File: src/assert_macros.svh
// assertion macros for the codebook subtraction rtl
`ifndef ASSERT_MACROS_SVH
`define ASSERT_MACROS_SVH
`ifndef ASSERT_OFF
// property checked on every rising edge outside reset
`define CBS_ASSERT(lbl, clk, rst_n, prop, msg) \
    lbl: assert property (@(posedge clk) disable iff (!rst_n) prop) else $error(msg);
// condition that must never be seen outside reset
`define CBS_NEVER(lbl, clk, rst_n, cond, msg) \
    lbl: assert property (@(posedge clk) disable iff (!rst_n) !(cond)) else $error(msg);
`else
`define CBS_ASSERT(lbl, clk, rst_n, prop, msg)
`define CBS_NEVER(lbl, clk, rst_n, cond, msg)
`endif
`endif

File: src/cbs_divider.sv
// restoring divider, one quotient bit per cycle, for the running mean update
module cbs_divider (
    input  logic        clk,
    input  logic        rst_n,
    input  logic        start,
    input  logic [31:0] dividend,
    input  logic [16:0] divisor,
    output logic        done,
    output logic [15:0] quotient
);

    localparam logic [3:0] LAST_STEP = 4'd15;

    logic        run_reg;
    logic        done_reg;
    logic [3:0]  cnt_reg;
    logic [15:0] rem_reg;
    logic [15:0] shf_reg;
    logic [16:0] dsr_reg;

    logic [16:0] trial;
    logic        ge;
    logic [16:0] diff;

    // quotient is known to fit 16 bits, so the high half starts below the divisor
    always_comb
    begin
        trial = {rem_reg, shf_reg[15]};
        ge    = trial >= dsr_reg;
        diff  = trial - dsr_reg;
    end

    // step control
    always_ff @(posedge clk or negedge rst_n)
    begin
        if (!rst_n)
        begin
            run_reg  <= 1'b0;
            done_reg <= 1'b0;
            cnt_reg  <= 4'd0;
        end
        else
        begin
            done_reg <= 1'b0;
            if (start)
            begin
                run_reg <= 1'b1;
                cnt_reg <= 4'd0;
            end
            else if (run_reg)
            begin
                cnt_reg <= cnt_reg + 4'd1;
                if (cnt_reg == LAST_STEP)
                begin
                    run_reg  <= 1'b0;
                    done_reg <= 1'b1;
                end
            end
        end
    end

    // remainder and quotient shift
    always_ff @(posedge clk)
    begin
        if (start)
        begin
            rem_reg <= dividend[31:16];
            shf_reg <= dividend[15:0];
            dsr_reg <= divisor;
        end
        else if (run_reg)
        begin
            rem_reg <= ge ? diff[15:0] : trial[15:0];
            shf_reg <= {shf_reg[14:0], ge};
        end
    end

    assign done     = done_reg;
    assign quotient = shf_reg;

endmodule
File: config.mk
export PLATFORM = sky130hd
export DESIGN_NAME = cbs_divider
export DESIGN_NICKNAME = d
export VERILOG_FILES = /design/src/assert_macros.svh /design/src/cbs_divider.sv
export SDC_FILE = /design/constraint.sdc
export NUM_CORES = 1
export LEC_CHECK = 0
export BUFFER_PORTS_ARGS = -buffer_cell sky130_fd_sc_hd__buf_4
export CORE_MARGIN = 2
export CORE_UTILIZATION = 45
export DETAILED_ROUTE_END_ITERATION = 16
export GPL_TIMING_DRIVEN = 0
export PLACE_DENSITY = 0.67
export SKIP_LAST_GASP = 1
export SYNTH_ARGS = -nofsm -noshare
export SYNTH_HDL_FRONTEND = slang
export SYNTH_SLANG_ARGS = --single-unit
export TNS_END_PERCENT = 1
File: constraint.sdc
create_clock -name clk -period 3.3 [get_ports clk]
set_clock_uncertainty 0.2 [all_clocks]
set_input_delay 0.165 -clock clk [delete_from_list [all_inputs] [get_ports clk]]
set_output_delay 0.165 -clock clk [all_outputs]
set_load 0.05 [all_outputs]
==> flow_summary.yaml <==
finish:
  multiInputGateArea_sq_um: 1619
  nets: 488
  postLayoutCellArea_sq_um: 4618
  layout_commonest_cell: "buf_4"
  largest_register_ffs: 17
  area_delta_synth_final_pct: 35.40
  drive_above_1_share_pct: 28.23
  ff_latch_area_sq_um: 1622
  diodes: 0
  layout_common_cells: "71 x buf_4, 49 x edfxtp_1, 44 x dlygate4sd3_1, 21 x inv_1, 21 x nand2_1"
  fill_cells: 636
detailed_routing:
  top_layer_used: "met4"
  drtAntennaViolNets: 0
  viasPerCell: 5.455
  wl_met1_um: 3877
  routed_wl_um: 8762
  wl_per_cell_um: 16.95
  remaining_drc_errors: 0
  drt_pass1_iterations: 4
  first_iter_violations: 165
  wl_met2_um: 4398
  routed-wl-met3_um: 383
  vias: 2820
cts:
  cts_tree: "done"
  cts_resized: 0
  worstSkewPairLatency_ns: 0.31
  cts_buffers: 5
  cts.sinks: 55
  clkTransAtPathRegs_ns: 0.10
  h-tree-depth: 2
  clock-root-buffer: "clkbuf_8"
  post_cts_buffers: 0
  cts_buffer_depth: 2
setup_path:
  rrSetupSlack_ns: 0.43
  crit_path_end_kind: "flop"
  cp-endpoint: "rem_reg[3]"
  r2r_end: "rem_reg[3]"
  slowest_delay_ns: 0.73
  crit_fanout: 10
  rr_worst_depth: 8
  crit_path_frequent_cell: "nand4_1"
  required_ns: 3.22
  path_cells: "ha_1, buf_6, nand4_1, nor3_2, a311oi_2, buf_4, nand4_1, o311ai_1"
  crit_arrival_ns: 2.79
  path_class: "flop to flop"
  r2r-start: "rem_reg[7]"
  slowest_stage: "a311oi_2"
  cp-start-kind: "flop"
  crit_path_start: "rem_reg[7]"
global_routing:
  grt_max_degree: 33
  grt_pass1_vias: 2856
  track_usage_pct: 21.66
  antenna_found_initial: 0
  grt_pass1_wl_um: 14260
  grt-ovfl-total: 0
pwr:
  p_total_mw: 3.236
  p_leak_nw: 1.951
  p_per_area_nw_per_um2: 700.6
  peakVddDrop_uv: 282.7
timing:
  slew_headroom_pct: 46.11
  setup_tns_ns: 0
  worstMarginPinSlew_ns: 0.8084
  hold_viol_final: 0
  finalSetupViolations: 0
  rsz0062_at_grt: "false"
  slew_violations: 0
  fmax_mhz: 348.6
  period_needed_ns: 2.868
  fin_crit_sh_pct: 86.92
status:
  status: "finished, final reports clean"
floorplanning:
  start_util_pct: 46.77
  dieArea_sq_um: 8292
  ioPinCount: 69
  fp.dieH_um: 91.06
  coreArea_sq_um: 7292
  die_width_um: 91.06
  placementRows: 31
logic_synthesis:
  ys_seq_area_share_pct: 47.54
  synth_area_leaders: "edfxtp_1 43%, ha_1 6.6%, mux2_2 5.3%, dfrtp_1 4.4%, inv_1 2.3%"
  syn-cell-area_sq_um: 3411
  synthesis.nets: 369
  avgSynthCellArea_sq_um: 11.45
  synth.top_cell.area_share_pct: 43.14
  synth_top_cell_by_area: "edfxtp_1"
  async_flop_share_pct: 10.91
  synth_edf_count: 49
  synthCells: 298
  ys.flop_type: "edfxtp_1"
  ys.warnings.count: 0
  yosys.cell_types.count: 61
  ys_ff_latch: 55
place:
  portBuffers: 68
  place_area_sq_um: 4045
  place_congestion: 0.8848
  hpwl_um: 6059
flow_run:
  maxCapViolCount: 0
worst_hold_path:
  hold_path.class: "primary input to flop"
  hold_depth: 3
  hp-start: "dividend[17]"
==> per-layer routing <==
| metal | track usage (%) | vias to the layer above |
|---|---|---|
| met1 | 28.37 | 1366 |
| met3 | 3.154 | 8 |
| li1 | - | 1369 |
| met4 | 6.692 | 0 |
| met2 | 37.10 | 77 |
| met5 | 0 | - |
==> report_power, final <==
group | total [mW] | internal, mW | switching [mW]
Clock | 0.530 | 0.304 | 0.226
Sequential | 1.02 | 0.934 | 0.0842
Combinational | 1.69 | 0.726 | 0.962
Total | 3.24 | 1.96 | 1.27
==> worst min path at each step <==
stage,to,slack (ns)
after detailed placement,done,-0.22
after global routing,rem_reg[0],0.05
final,rem_reg[1],0.05
after global placement,done,-0.22
after floorplan,cnt_reg[0],-0.33
after CTS,rem_reg[0],0.03
==> final cells by class <==
type	count	share of cell area, %
Clock inverter	2	1.300
Multi-Input combinational cell	207	35.06
Tap cell	99	2.682
Sequential cell	55	35.11
Inverter	21	1.707
Timing Repair Buffer	112	20.59
Buffer	15	1.978
Clock buffer	6	1.571
==> synth_stat cells (all sizes together), types with 5 or more instances <==
master / count
buf: 7
mux2: 16
ha: 18
a21o: 7
nand2: 22
inv: 21
nand3: 6
a21oi: 15
o21ai: 6
edfxtp: 49
o311ai: 6
nor2: 20
clkbuf: 8
nand4: 9
xor2: 8
dfrtp: 6
and2: 5
==> cell families after synthesis <==
group	share of synthesized area, %
simple gates	13.10
compound gates	17.65
flops	47.54
buf+inv	4.989
mux	6.456
fa+ha+maj	7.190
xor+xnor	3.081
==> repair_timing <==
action | CTS | global route
endpoints found under the hold margin | 48 | 0
hold buffers | 44 | 0
setup endpoints to repair | 0 | 0
==> critical path: cells and delay by family (launching register included) <==
kind                     cells  cell delay (ns)
flip-flops                   1             0.43
buffers and inverters        2             0.45
AO/OA/AOI/OAI                2             0.87
AND/OR/NAND/NOR              3             0.39
adder cells (fa/ha/maj)      1             0.32
==> metrics by stage <==
step	worst slack [ns]	instances	util [%]	hold slack (ns)
detailed placement	0.4512	465	55.47	-0.2241
floorplan	0.5743	298	-	-0.3306
finish	0.4316	517	63.33	0.04663
global route	0.2175	517	63.33	0.05074
global placement	0.4750	465	55.47	-0.2237
CTS	0.4333	517	63.33	0.03370
(Power assumes the default switching activity.)
